==> config.mk <==
export PLATFORM = sky130hd
export DESIGN_NAME = terminal_line_discipline
export DESIGN_NICKNAME = d
export VERILOG_FILES = /design/src/hdl/tld_pkg.sv /design/src/hdl/terminal_line_discipline.sv /design/src/hdl/tld_ram.sv
export SDC_FILE = /design/constraint.sdc
export NUM_CORES = 2
export LEC_CHECK = 0
export BUFFER_PORTS_ARGS = -buffer_cell sky130_fd_sc_hd__buf_2
export CELL_PAD_IN_SITES_DETAIL_PLACEMENT = 2
export CELL_PAD_IN_SITES_GLOBAL_PLACEMENT = 2
export CORE_ASPECT_RATIO = 2
export CORE_MARGIN = 5
export CORE_UTILIZATION = 40
export DETAILED_ROUTE_END_ITERATION = 8
export PLACE_DENSITY = 0.74
export SLEW_MARGIN = 10
export SYNTH_ARGS = -nofsm -noshare
export SYNTH_HDL_FRONTEND = slang
export SYNTH_MEMORY_MAX_BITS = 65536
export SYNTH_SLANG_ARGS = --single-unit
==> constraint.sdc <==
create_clock -name clk -period 27.1 [get_ports clk]
set_input_delay 1.355 -clock clk [delete_from_list [all_inputs] [get_ports clk]]
set_output_delay 1.355 -clock clk [all_outputs]
set_load 0.02 [all_outputs]
==> src/hdl/tld_pkg.sv <==
package tld_pkg;

  typedef struct packed {
    logic       req_type;
    logic [7:0] key_char;
    logic       ctrl_held;
  } tld_in_t;

  typedef struct packed {
    logic [2:0] result_kind;
    logic [7:0] out_char;
    logic [8:0] erase_count;
    logic [1:0] signal_code;
    logic       last;
  } tld_out_t;

  localparam logic [2:0] K_ECHO   = 3'd0;
  localparam logic [2:0] K_ERASE  = 3'd1;
  localparam logic [2:0] K_SIGNAL = 3'd2;
  localparam logic [2:0] K_BYTE   = 3'd3;
  localparam logic [2:0] K_EMPTY  = 3'd4;
  localparam logic [2:0] K_EOF    = 3'd5;
  localparam logic [2:0] K_WAKE   = 3'd6;

  localparam logic [2:0] REG_MODE  = 3'd0;
  localparam logic [2:0] REG_INTR  = 3'd1;
  localparam logic [2:0] REG_QUIT  = 3'd2;
  localparam logic [2:0] REG_SUSP  = 3'd3;
  localparam logic [2:0] REG_ERASE = 3'd4;
  localparam logic [2:0] REG_KILL  = 3'd5;
  localparam logic [2:0] REG_EOF   = 3'd6;
  localparam logic [2:0] REG_FG    = 3'd7;

  localparam logic [7:0] CH_NL  = 8'h0A;
  localparam logic [7:0] CH_CR  = 8'h0D;
  localparam logic [7:0] CH_BS  = 8'h08;
  localparam logic [7:0] CH_SP  = 8'h20;
  localparam logic [7:0] CH_DEL = 8'd127;
  localparam logic [7:0] CH_CARET = 8'h5E;

endpackage

==> src/hdl/terminal_line_discipline.sv <==
// Terminal line discipline: canonical/raw keystroke processing and a read queue.
// Requests arrive on in_valid/in_data with in_stall driven back by this block;
// results leave on out_valid/out_data with out_stall from the receiver. Each
// request yields zero to four results, the final one marked by last. Register
// writes use cfg_valid/cfg_ready/cfg_index/cfg_data; cfg_ready is tied high and
// registers are meant to be written only while no request is in work.
// A keystroke with results and no flush goes from acceptance to the emit state,
// where its results enter the output register one at a time. A read of a
// non-empty queue passes through acceptance, a queue memory read state, then
// the result; a read of an empty queue goes straight to its result. A newline
// or end-of-file flush copies the line store into the read queue one byte per
// cycle through the single read port of the line memory before the first
// result; the bytes copied include the newline when it was stored. Input is
// stalled while a request is in work. Results held by a stalled receiver stay
// in the output register; the block proceeds to its next result only when taken.
// Reset (rst, synchronous) empties the line and the queue, clears the
// end-of-file mark and restores all registers to their defaults; memory
// contents are left as they are since unwritten entries are never read.
module terminal_line_discipline #(
  parameter int LINE_DEPTH  = 256,
  parameter int QUEUE_DEPTH = 256
) (
  input  logic               clk,
  input  logic               rst,
  input  logic               in_valid,
  output logic               in_stall,
  input  tld_pkg::tld_in_t   in_data,
  output logic               out_valid,
  input  logic               out_stall,
  output tld_pkg::tld_out_t  out_data,
  input  logic               cfg_valid,
  output logic               cfg_ready,
  input  logic [2:0]         cfg_index,
  input  logic [7:0]         cfg_data
);
  import tld_pkg::*;

  localparam int LAW = $clog2(LINE_DEPTH);
  localparam int QAW = $clog2(QUEUE_DEPTH);
  localparam int LCW = $clog2(LINE_DEPTH + 1);
  localparam int QCW = $clog2(QUEUE_DEPTH + 1);

  localparam logic [2:0] S_IDLE  = 3'd0;
  localparam logic [2:0] S_EMIT  = 3'd1;
  localparam logic [2:0] S_FLUSH = 3'd2;
  localparam logic [2:0] S_RDQ   = 3'd3;

  // Configuration registers.
  logic [3:0] mode_flags;
  logic [7:0] intr_char, quit_char, susp_char, erase_char, kill_char, eof_char;
  logic       fg_group_set;

  assign cfg_ready = 1'b1;

  always_ff @(posedge clk) begin
    if (rst) begin
      mode_flags <= 4'd15; intr_char <= 8'd3; quit_char <= 8'd28;
      susp_char <= 8'd26; erase_char <= 8'd8; kill_char <= 8'd21;
      eof_char <= 8'd4; fg_group_set <= 1'b0;
    end else if (cfg_valid) begin
      unique case (cfg_index)
        REG_MODE:  mode_flags   <= cfg_data[3:0];
        REG_INTR:  intr_char    <= cfg_data;
        REG_QUIT:  quit_char    <= cfg_data;
        REG_SUSP:  susp_char    <= cfg_data;
        REG_ERASE: erase_char   <= cfg_data;
        REG_KILL:  kill_char    <= cfg_data;
        REG_EOF:   eof_char     <= cfg_data;
        REG_FG:    fg_group_set <= cfg_data[0];
        default: ;
      endcase
    end
  end

  // Control state.
  logic [2:0]     state;
  logic [LCW-1:0] line_length;
  logic [QAW-1:0] queue_head, queue_tail;
  logic [QCW-1:0] queue_count;
  logic           eof_seen;

  // Pending result list for the current request (up to four).
  tld_out_t       res [4];
  logic [2:0]     res_n, res_i;
  logic           do_flush;
  logic [LCW-1:0] flush_len, flush_i;

  // Memories.
  logic           l_we;
  logic [LAW-1:0] l_waddr, l_raddr;
  logic [7:0]     l_wdata, l_rdata;
  logic           q_we;
  logic [QAW-1:0] q_waddr;
  logic [7:0]     q_wdata, q_rdata;

  tld_ram #(.WIDTH(8), .DEPTH(LINE_DEPTH)) u_line (
    .clk(clk), .we(l_we), .waddr(l_waddr), .wdata(l_wdata),
    .raddr(l_raddr), .rdata(l_rdata)
  );
  tld_ram #(.WIDTH(8), .DEPTH(QUEUE_DEPTH)) u_queue (
    .clk(clk), .we(q_we), .waddr(q_waddr), .wdata(q_wdata),
    .raddr(queue_head), .rdata(q_rdata)
  );

  assign in_stall = (state != S_IDLE);
  wire in_acc  = in_valid && !in_stall;
  wire out_acc = out_valid && !out_stall;

  // Queue pointers wrap at the queue depth.
  wire [QAW-1:0] head_inc = (queue_head == QAW'(QUEUE_DEPTH - 1)) ? '0
                            : queue_head + QAW'(1);
  wire [QAW-1:0] tail_inc = (queue_tail == QAW'(QUEUE_DEPTH - 1)) ? '0
                            : queue_tail + QAW'(1);

  // Keystroke mapping.
  logic [7:0] kc;
  always_comb begin
    kc = in_data.key_char;
    if (in_data.ctrl_held && kc >= 8'h41 && kc <= 8'h5A) kc = kc - 8'h40;
    else if (in_data.ctrl_held && kc >= 8'h61 && kc <= 8'h7A) kc = kc - 8'h60;
    if (mode_flags[0] && kc == CH_CR) kc = CH_NL;
  end

  function automatic tld_out_t mk(input logic [2:0] k, input logic [7:0] c,
                                  input logic [8:0] n, input logic [1:0] s);
    tld_out_t r;
    r.result_kind = k; r.out_char = c; r.erase_count = n;
    r.signal_code = s; r.last = 1'b0;
    return r;
  endfunction

  // Decode of one request into a result list and state changes.
  tld_out_t       d_res [4];
  logic [2:0]     d_n;
  logic           d_flush, d_line_we, d_q_we, d_eof_set, d_rd;
  logic [LCW-1:0] d_len;
  logic [7:0]     d_sigl;
  logic [1:0]     d_sigc;
  logic           d_sig;
  logic           echo;

  always_comb begin
    for (int i = 0; i < 4; i++) d_res[i] = mk(K_ECHO, 8'd0, 9'd0, 2'd0);
    d_n = 3'd0; d_flush = 1'b0; d_line_we = 1'b0; d_q_we = 1'b0;
    d_eof_set = 1'b0; d_rd = 1'b0; d_len = line_length;
    d_sig = 1'b0; d_sigl = 8'h43; d_sigc = 2'd0;
    echo = mode_flags[3];
    if (in_data.req_type) begin
      d_rd = 1'b1;
      d_n = 3'd1;
      if (queue_count == '0) begin
        d_res[0] = mk(eof_seen ? K_EOF : K_EMPTY, 8'd0, 9'd0, 2'd0);
      end
    end else if (kc != 8'd0) begin
      if (mode_flags[1] && kc == intr_char) begin
        d_sig = 1'b1;
      end else if (mode_flags[1] && kc == quit_char) begin
        d_sig = 1'b1; d_sigl = 8'h5C; d_sigc = 2'd1;
      end else if (mode_flags[1] && kc == susp_char) begin
        d_sig = 1'b1; d_sigl = 8'h5A; d_sigc = 2'd2;
      end
      if (d_sig) begin
        d_len = '0;
        if (echo) begin
          d_res[0] = mk(K_ECHO, CH_CARET, 9'd0, 2'd0);
          d_res[1] = mk(K_ECHO, d_sigl, 9'd0, 2'd0);
          d_res[2] = mk(K_ECHO, CH_NL, 9'd0, 2'd0);
          d_n = 3'd3;
        end
        if (fg_group_set) begin
          d_res[d_n[1:0]] = mk(K_SIGNAL, 8'd0, 9'd0, d_sigc);
          d_n = d_n + 3'd1;
        end
      end else if (mode_flags[2]) begin
        if (kc == erase_char || kc == CH_DEL) begin
          if (line_length != '0) begin
            d_len = line_length - LCW'(1);
            if (echo) begin
              d_res[0] = mk(K_ECHO, CH_BS, 9'd0, 2'd0);
              d_res[1] = mk(K_ECHO, CH_SP, 9'd0, 2'd0);
              d_res[2] = mk(K_ECHO, CH_BS, 9'd0, 2'd0);
              d_n = 3'd3;
            end
          end
        end else if (kc == kill_char) begin
          if (line_length != '0 && echo) begin
            d_res[0] = mk(K_ERASE, 8'd0, 9'(line_length), 2'd0);
            d_n = 3'd1;
          end
          d_len = '0;
        end else if (kc == eof_char) begin
          d_res[0] = mk(K_WAKE, 8'd0, 9'd0, 2'd0);
          d_n = 3'd1;
          if (line_length == '0) d_eof_set = 1'b1;
          else d_flush = 1'b1;
        end else begin
          if (line_length < LCW'(LINE_DEPTH)) begin
            d_line_we = 1'b1;
            d_len = line_length + LCW'(1);
          end
          if (echo) begin
            d_res[0] = mk(K_ECHO, kc, 9'd0, 2'd0);
            d_n = 3'd1;
          end
          if (kc == CH_NL) begin
            d_res[d_n[1:0]] = mk(K_WAKE, 8'd0, 9'd0, 2'd0);
            d_n = d_n + 3'd1;
            d_flush = 1'b1;
          end
        end
      end else begin
        d_q_we = 1'b1;
        if (echo) begin
          d_res[0] = mk(K_ECHO, kc, 9'd0, 2'd0);
          d_n = 3'd1;
        end
        d_res[d_n[1:0]] = mk(K_WAKE, 8'd0, 9'd0, 2'd0);
        d_n = d_n + 3'd1;
      end
    end
  end

  wire q_full = (queue_count == QCW'(QUEUE_DEPTH));

  // Memory write ports.
  always_comb begin
    l_we = in_acc && !in_data.req_type && d_line_we;
    l_waddr = line_length[LAW-1:0];
    l_wdata = kc;
    l_raddr = flush_i[LAW-1:0];
    q_we = 1'b0; q_wdata = kc;
    q_waddr = queue_tail;
    if (in_acc && !in_data.req_type && d_q_we && !q_full) q_we = 1'b1;
    if (state == S_FLUSH && flush_i != '0 && !q_full) begin
      q_we = 1'b1; q_wdata = l_rdata;
    end
  end

  // Next result for the output register, with its last flag.
  tld_out_t emit_r;
  always_comb begin
    emit_r = res[res_i[1:0]];
    emit_r.last = (res_i + 3'd1 == res_n);
  end

  // Sequencer.
  always_ff @(posedge clk) begin
    if (rst) begin
      state <= S_IDLE; line_length <= '0; queue_head <= '0; queue_tail <= '0;
      queue_count <= '0; eof_seen <= 1'b0; out_valid <= 1'b0;
      res_n <= '0; res_i <= '0; do_flush <= 1'b0; flush_i <= '0;
      flush_len <= '0;
    end else begin
      if (out_acc && state != S_EMIT) out_valid <= 1'b0;
      unique case (state)
        S_IDLE: begin
          if (in_acc) begin
            for (int i = 0; i < 4; i++) res[i] <= d_res[i];
            res_n <= d_n; res_i <= '0;
            line_length <= d_flush ? '0 : d_len;
            flush_len <= d_line_we ? d_len : line_length;
            flush_i <= '0;
            do_flush <= d_flush;
            if (d_eof_set) eof_seen <= 1'b1;
            if (q_we) begin
              queue_tail <= tail_inc;
              queue_count <= queue_count + QCW'(1);
            end
            if (d_rd) begin
              if (queue_count == '0) begin
                eof_seen <= 1'b0;
                state <= S_EMIT;
              end else begin
                queue_head <= head_inc;
                queue_count <= queue_count - QCW'(1);
                state <= S_RDQ;
              end
            end else if (d_flush) begin
              state <= S_FLUSH;
            end else if (d_n != '0) begin
              state <= S_EMIT;
            end
          end
        end
        S_RDQ: begin
          res[0] <= mk(K_BYTE, q_rdata, 9'd0, 2'd0);
          state <= S_EMIT;
        end
        S_FLUSH: begin
          // flush_i leads the memory data, which comes through the registered read port.
          if (q_we) begin
            queue_tail <= tail_inc;
            queue_count <= queue_count + QCW'(1);
          end
          if (flush_i == flush_len) state <= S_EMIT;
          else flush_i <= flush_i + LCW'(1);
        end
        S_EMIT: begin
          if (!out_valid || out_acc) begin
            out_data <= emit_r;
            out_valid <= 1'b1;
            res_i <= res_i + 3'd1;
            if (res_i + 3'd1 == res_n) state <= S_IDLE;
          end
        end
        default: state <= S_IDLE;
      endcase
    end
  end

  a_count: assert property (@(posedge clk) disable iff (rst)
    queue_count <= QCW'(QUEUE_DEPTH)) else $error("queue count overflow");
  a_len: assert property (@(posedge clk) disable iff (rst)
    line_length <= LCW'(LINE_DEPTH)) else $error("line length overflow");
  a_stall: assert property (@(posedge clk) disable iff (rst)
    (state != S_IDLE) |-> in_stall) else $error("input not stalled while busy");
  a_hold: assert property (@(posedge clk) disable iff (rst)
    (out_valid && out_stall) |=> out_valid) else $error("result dropped");

endmodule

==> src/hdl/tld_ram.sv <==
module tld_ram #(
  parameter int WIDTH = 8,
  parameter int DEPTH = 256
) (
  input  logic                     clk,
  input  logic                     we,
  input  logic [$clog2(DEPTH)-1:0] waddr,
  input  logic [WIDTH-1:0]         wdata,
  input  logic [$clog2(DEPTH)-1:0] raddr,
  output logic [WIDTH-1:0]         rdata
);

  logic [WIDTH-1:0] mem [DEPTH];

  // One write port, one registered read port.
  always_ff @(posedge clk) begin
    if (we) begin
      mem[waddr] <= wdata;
    end
    rdata <= mem[raddr];
  end

endmodule
==> Yosys cells after proc, flatten, opt, wreduce, memory -nomap -nowiden <==
Memories as Yosys holds them, arrays and structs flattened. A register that Yosys moved wholly into a read port is not among the register bits.
Index checks and enable logic that the tools add are counted.
{ "totals": {"regBits": 117, "mem_bits_rw": 4188, "input_bits": 26, "out_inout_bits": 26, "elab_cells": 315, "mem_count": 3} }
{ "memory_table": {"columns": ["name", "depth", "width", "rd", "rd_clocked_by_memory_dff", "write_ports", "line", "text"], "rows": [
  ["u_line.mem", 256, 8, 1, 1, 1, "tld_ram.sv:13", "logic [WIDTH-1:0] mem [DEPTH];"],
  ["u_queue.mem", 256, 8, 1, 1, 1, "tld_ram.sv:13", null],
  ["res", 4, 23, 1, 1, 4, "terminal_line_discipline.sv:83", "tld_out_t res [4];"]
]} }
{ "classes": {"addsub": 13, "magnitude_cmp": 11, "eq_ne": 31, "mux": 171, "bitwise_logic": 12, "n_reduce_logical": 54} }
{ "op_table": {"columns": ["cell", "n"], "rows": [
  ["two-way mux 69 bit", 7],
  ["two-way mux 23 bit", 20],
  ["two-way mux 92 bit", 5],
  ["bitwise AND 84 bit", 2],
  ["NOT 84 bit", 2],
  ["two-way mux 9 bit", 17],
  ["demux 23 bit (select 2 bit)", 3],
  ["two-way mux 62 bit", 2],
  ["two-way mux 3 bit", 32],
  ["bitwise mux 92 bit", 1],
  ["two-way mux 65 bit", 1],
  ["two-way mux 8 bit", 8],
  ["two-way mux 1 bit", 57],
  ["equality test 8 bit", 6],
  ["case mux 9 bit (2 select lines)", 2],
  ["adder 9 x 1 -> 9 bit, second input constant", 3],
  ["logical AND 1 bit", 21],
  ["two-way mux 21 bit", 1],
  ["two-way mux 20 bit", 1],
  ["AND reduction 2 bit", 10],
  ["logical NOT 9 bit", 2],
  ["nonzero test 9 bit", 2],
  ["subtractor 9 x 1 -> 9 bit, second input constant", 2],
  ["adder 8 x 1 -> 8 bit, second input constant", 2],
  ["other kinds (38)", 83]
]} }

==> Logic depth before layout (Yosys ltp) <==
{ "logic_depth": {"depth_word": 34, "depth_mapped": 19, "depth_no_buf": 15} }

==> By module <==
Synthesis repeated with hierarchy kept, for this count alone.
{ "hier_totals": {"hier_cells": 8579, "area_unflattened_um2": 169055.9} }
{ "modules_own_cells": {"columns": ["mod", "n_inst", "cells_per_inst", "area_per_inst_um2", "seq_area_each_um2"], "rows": [
  ["tld_ram", 2, 3733, 79556.3, 61659.1],
  ["terminal_line_discipline", 1, 1113, 9943.3, 4254.1]
]} }

==> Worst setup path after synthesis <==
Ideal clock, no wire load.
{ "synth_timing": {"path_type": "input port to flip-flop", "start": "in in_data[2] in the netlist's numbering", "end": "mem u_queue.mem[0][1] (data pin)", "setup_ns": 1.730, "arrival_ns": 10.776, "t_required_ns": 25.370, "slack_ns": 14.594, "cell_stages": 9, "path_buffers": 2, "path_cell_list": "buf_2 -> o41ai_2 -> o22ai_1 -> a31o_1 -> or3_1 -> buf_2 -> a22oi_4 -> nand2_1 -> a31oi_1"} }
{ "synth_via": {"elab_chain_cells": 9, "word_cells_on_any_way": 16, "classes_between": "add/sub: 2; order compare: 4; eq/ne: 1; mux: 4; reduce/logical: 5"} }
{ "synth_lines": {"columns": ["element", "line", "text"], "rows": [
  ["start: declaration", "terminal_line_discipline.sv:27", "input tld_pkg::tld_in_t in_data,"],
  ["greater-or-equal comparator 8 x 7 -> 1 bit", "terminal_line_discipline.sv:120", "else if (in_data.ctrl_held && kc >= 8'h61 && kc <= 8'h7A) kc = kc - 8'h60;"],
  ["logical AND 1 bit (2 in series)", "terminal_line_discipline.sv:120", null],
  ["two-way mux 8 bit", "terminal_line_discipline.sv:120", null],
  ["two-way mux 8 bit *", "terminal_line_discipline.sv:119", "if (in_data.ctrl_held && kc >= 8'h41 && kc <= 8'h5A) kc = kc - 8'h40;"],
  ["equality test 8 x 4 -> 1 bit", "terminal_line_discipline.sv:121", "if (mode_flags[0] && kc == CH_CR) kc = CH_NL;"],
  ["logical AND 1 bit", "terminal_line_discipline.sv:121", null],
  ["two-way mux 8 bit *", "terminal_line_discipline.sv:121", null],
  ["two-way mux 8 bit *", "terminal_line_discipline.sv:234", "if (state == S_FLUSH && flush_i != '0 && !q_full) begin"],
  ["via q_wdata[1]", "terminal_line_discipline.sv:94", "logic [7:0] q_wdata, q_rdata;"],
  ["end: declaration", "tld_ram.sv:13", null]
]} }
The timed path passes the listed nets; every way through them passes the cells marked *.

==> Worst setup path after layout <==
{ "layout_timing": {"start": "in in_data[4] in the netlist's numbering", "end": "mem u_line.mem[60][1], enable pin"} }
{ "layout_via": {"elab_chain_cells": 21, "word_cells_on_any_way": 42, "classes_between": "add/sub: 2; order compare: 4; eq/ne: 8; mux: 17; reduce/logical: 11"} }
{ "layout_lines": {"columns": ["element", "line", "text"], "rows": [
  ["greater-or-equal comparator 8 x 7 -> 1 bit", "terminal_line_discipline.sv:120", null],
  ["logical AND 1 bit (2 in series)", "terminal_line_discipline.sv:120", null],
  ["two-way mux 8 bit", "terminal_line_discipline.sv:120", null],
  ["two-way mux 8 bit *", "terminal_line_discipline.sv:119", null],
  ["equality test 8 x 4 -> 1 bit", "terminal_line_discipline.sv:121", null],
  ["logical AND 1 bit", "terminal_line_discipline.sv:121", null],
  ["two-way mux 8 bit *", "terminal_line_discipline.sv:121", null],
  ["via kc[6]", "terminal_line_discipline.sv:116", "logic [7:0] kc;"],
  ["[5 not listed]", null, null],
  ["two-way mux 1 bit", "terminal_line_discipline.sv:154", "end else if (kc != 8'd0) begin"],
  ["two-way mux 1 bit", "terminal_line_discipline.sv:148", "if (in_data.req_type) begin"],
  ["two-way mux 1 bit", "terminal_line_discipline.sv:162", "if (d_sig) begin"],
  ["two-way mux 1 bit *", "terminal_line_discipline.sv:154", null],
  ["two-way mux 1 bit *", "terminal_line_discipline.sv:148", null],
  ["logical AND 1 bit *", "terminal_line_discipline.sv:227", "l_we = in_acc && !in_data.req_type && d_line_we;"],
  ["two-way mux 1 bit *", "tld_ram.sv:17", "if (we) begin"],
  ["two-way mux 1 bit (not written as such) *", "tld_ram.sv:18", "mem[waddr] <= wdata;"],
  ["end: declaration", "tld_ram.sv:13", null]
]} }
The timed path passes the listed nets; every way through them passes the cells marked *. The select of a mux whose other input is x is not followed.

==> summary.md <==
| Metric | Value |
|---|---|
| CP startpoint | in_data[4] |
| Seq/Total Area, Yosys | 0.760 |
| Final wirelength | around 550 mm |
| Setup TNS | 0 ns |
| GR Layer Usage met2 | 0.468 |
| Arr. time, crit path | approximately 8.2 ns |
| Syn Std Cell Area | 168000 sq um |
| Clock skew | 0.0760 ns |
| Synth Instances | approximately 7600 |
| Gr busiest metal | met2 |
| Final Setup Violations | 0 |
| CP required | about 28 ns |
| Netlist cell types | 85 |
| Max-Cap Viols | 0 |
| WP buf/inv | 4 |
| Routed len/inst | roughly 40 um |
| Core ar. | between 400000 and 500000 sq um |
| Nets | between 7000 and 8000 |
| Max Slew Vio Count | 0 |
| Post-CTS sizing | 0 |
| Post-Layout Inst Area | 188000 sq um |
| Routability cong. | 0.878 |
| Area contributors post-synth | edfxtp_1 74%, mux4_2 18%, dfxtp_1 1.6%, nor2_1 1.4%, clkbuf_1 0.66% |
| Vias | between 80000 and 90000 |
| # IOs | 52 |
| Relative slew slack | 0.139 |
| Clock buffer depth | 4 |
| Worst hold start | susp_char[0]$_SDFFE_PP0P_ |
| Gr ovfl total | 0 |
| Fraction of layout cells with a size suffix above 1 | 0.272 |
| Syn Nets | 7678 |
| #FFs+latches synth | ~4300 |
| Area Growth Syn to Fin | 11.7% |
| Crit-path max FO | 97 |
| CTS buffer count | between 300 and 400 |
| Final Hold Violating Endpoints | 0 |
| Min Tclk post-route | ~7.6 ns |
| Fmax | around 130 MHz |
| Lkg Pwr | 54.7 nW |
| Status | finished clean |
| Crit-path max cell delay | 0.79 ns |
| Power Dens Cells | approximately 75 nW/um^2 |
| Reg-to-reg startpoint | queue_head[0]$_SDFFE_PP0P_ |
| H-tree depth | 5 |
| Placed instance area | 175000 sq um |
| Die X | 468 um |
| Most used cell, CP | buf_4 |
| VDD IR max | about 0.000056 V |
| Post-DRT Antenna Nets | 0 |
| Die footprint | between 400000 and 500000 sq um |
| Ys flop type | edfxtp_1 |
| Met1 GRT Util | 0.271 |
| DRC errors left | 0 |
| Most frequent cell after synthesis | edfxtp_1 |
| Initial antenna violation count | 43 |
| Largest net degree at the start of global routing | roughly 170 |
| YS warnings | 0 |
| 1st-iter DRT viols | between 8000 and 9000 |
| Sequence of cells on the critical path | buf_8 -> o41ai_2 -> o311a_1 -> nor3_1 -> a2bb2oi_2 -> nand2_1 -> inv_8 -> buf_4 -> and3_1 -> a31o_1 -> or3_1 -> or4_1 -> nor2_4 -> nand3_4 -> buf_4 -> nor2_1 |
| Class of the worst hold path | flip-flop to flip-flop |
| Worst-Margin Slew | about 1.3 ns |
| Global-route wire length before repair | between 700 and 800 mm |
| DRT Pass-1 Iters | 6 |
| RSZ-0062 raised after global routing | no |
| Avg Cell Area, Syn | 22.0 sq um |
| DP HPWL | between 300 and 400 mm |
| Die H | about 930 um |
| Clk_lat worst skew | around 1 ns |
| Port bufs | 50 |
| Met3 usage | 0.0344 |
| Period Utilization, post-route | 0.281 |
| Routed vias/inst | 6.01 |
| Yosys top cell by area | edfxtp_1 |
| Vias in the first global route | approximately 90000 |
| Crit-path leading delay family | simple AND/OR/NAND/NOR gates |
| CP max-delay cell | nor2_1 |
| CTS sink cnt | ~4300 |
| Cts hold-fix bufs | 0 |
| Crit path kind | primary input to flip-flop |
| Setup crit end kind | flip-flop |
| Number of flops mapped to enable cells by yosys | around 4200 |
| Num rows | 336 |
| Initial Util | 0.401 |
| Startpoint Class | primary input |
| Post-synth top area share | 0.744 |
| Post-CTS Repair Setup Buffers | 0 |
| Root buffer cell | clkbuf_16 |
| Clock Pin Slew Worst Setup and Hold Paths | 0.07 ns |
| Commonest cells post-synth | 4161 x edfxtp_1, 1362 x mux4_2, 636 x nor2_1, 297 x clkbuf_1, 220 x nand2_1 |
| CTS tree | built |
| Async S/R FF share, synth | 0 |
| Total GRT Usage | 0.252 |
## logic make-up after synthesis
logic type               after synthesis  share of synthesized area
AND/OR/NAND/NOR                     1111                     0.0282
XOR/XNOR                              59                    0.00308
other                                  1                  0.0000223
adder cells (fa/ha/maj)               23                    0.00171
buffers and inverters                498                     0.0115
flip-flops                          4292                      0.760
multiplexers                        1405                      0.185
AO/OA/AOI/OAI                        240                    0.00990
## final cells by class
cell class	count	area (sq um)
Sequential cell	4292	128000
Multi-Input combinational cell	2839	38500
Fill cell	37400	231000
Timing Repair Buffer	177	1350
Inverter	51	221
Clock buffer	457	10300
Antenna cell	42	105
Clock inverter	245	2480
Tap cell	5577	6980
## metrics by stage
stage               cells   util  hold slack [ns]  setup WS, ns  total power, mW
finish              13700  0.448            0.466         19.48             14.0
global route        13700  0.448            0.503         19.28             14.4
CTS                 13600  0.448            0.468         19.44             14.1
detailed placement  12900  0.418            0.460         18.43             8.41
global placement    12900  0.418            0.448         18.94             8.37
floorplan            7629      -            0.436         14.59             8.03
## sequential cells by signal, indices dropped and copies added, names as in the netlist, 9 cells and up
signal	cells
flush_i	9
flush_len	9
line_length	9
out_data	23
queue_count	9
res	42
u_line.mem	2048
u_queue.mem	2048
## worst reg2reg max path, cell delays in order, from the launching register on
cell	delay, ns
dfxtp_4	1.01
buf_4	1.06
buf_4	0.96
buf_4	0.73
buf_4	0.94
mux4_2	0.71
mux4_2	0.57
mux4_2	0.67
mux4_2	0.58
## cells in the final DEF (no fill, tap or decap), drive strengths merged, types with 10 or more instances in the layout
master,count
clkinvlp,35
nor4,18
nand4,12
o2bb2ai,10
mux2,10
clkinv,147
and2,31
bufinv,42
a21oi,66
dfxtp,131
buf,177
and3,17
inv,72
nor2,637
o21ai,50
o21bai,10
ha,23
nand2,220
nor2b,15
or3,10
mux2i,33
nand2b,19
xor2,36
o211ai,15
nand3,77
nor3,29
mux4,1362
diode,42
clkbuf,457
edfxtp,4161
xnor2,23
## path summary, 6_finish.rpt
kind | slack (ns) | cells past startpoint | endpoint
hold reg to reg | 0.47 | 2 | susp_char[0]$_SDFFE_PP0P_
setup / recovery | 19.48 | 16 | u_line.mem[60][1]$_DFFE_PP_
setup reg to reg | 19.72 | 8 | u_queue.rdata[3]$_DFF_P_
hold / removal | 0.47 | 2 | susp_char[0]$_SDFFE_PP0P_
## layer usage
| layer | routed length [um] | share of wire |
|---|---|---|
| met1 | 177000 | 0.32 |
| met2 | 303000 | 0.55 |
| met3 | 29300 | 0.053 |
| met4 | 39700 | 0.072 |
| met5 | 147 | 0.00027 |
## power by group
group | switching [mW] | internal (mW)
Combinational | 0.581 | 0.302
Sequential | 0.0461 | 7.34
Clock | 2.60 | 3.12
Note: power is estimated with default switching activity, not from simulation.
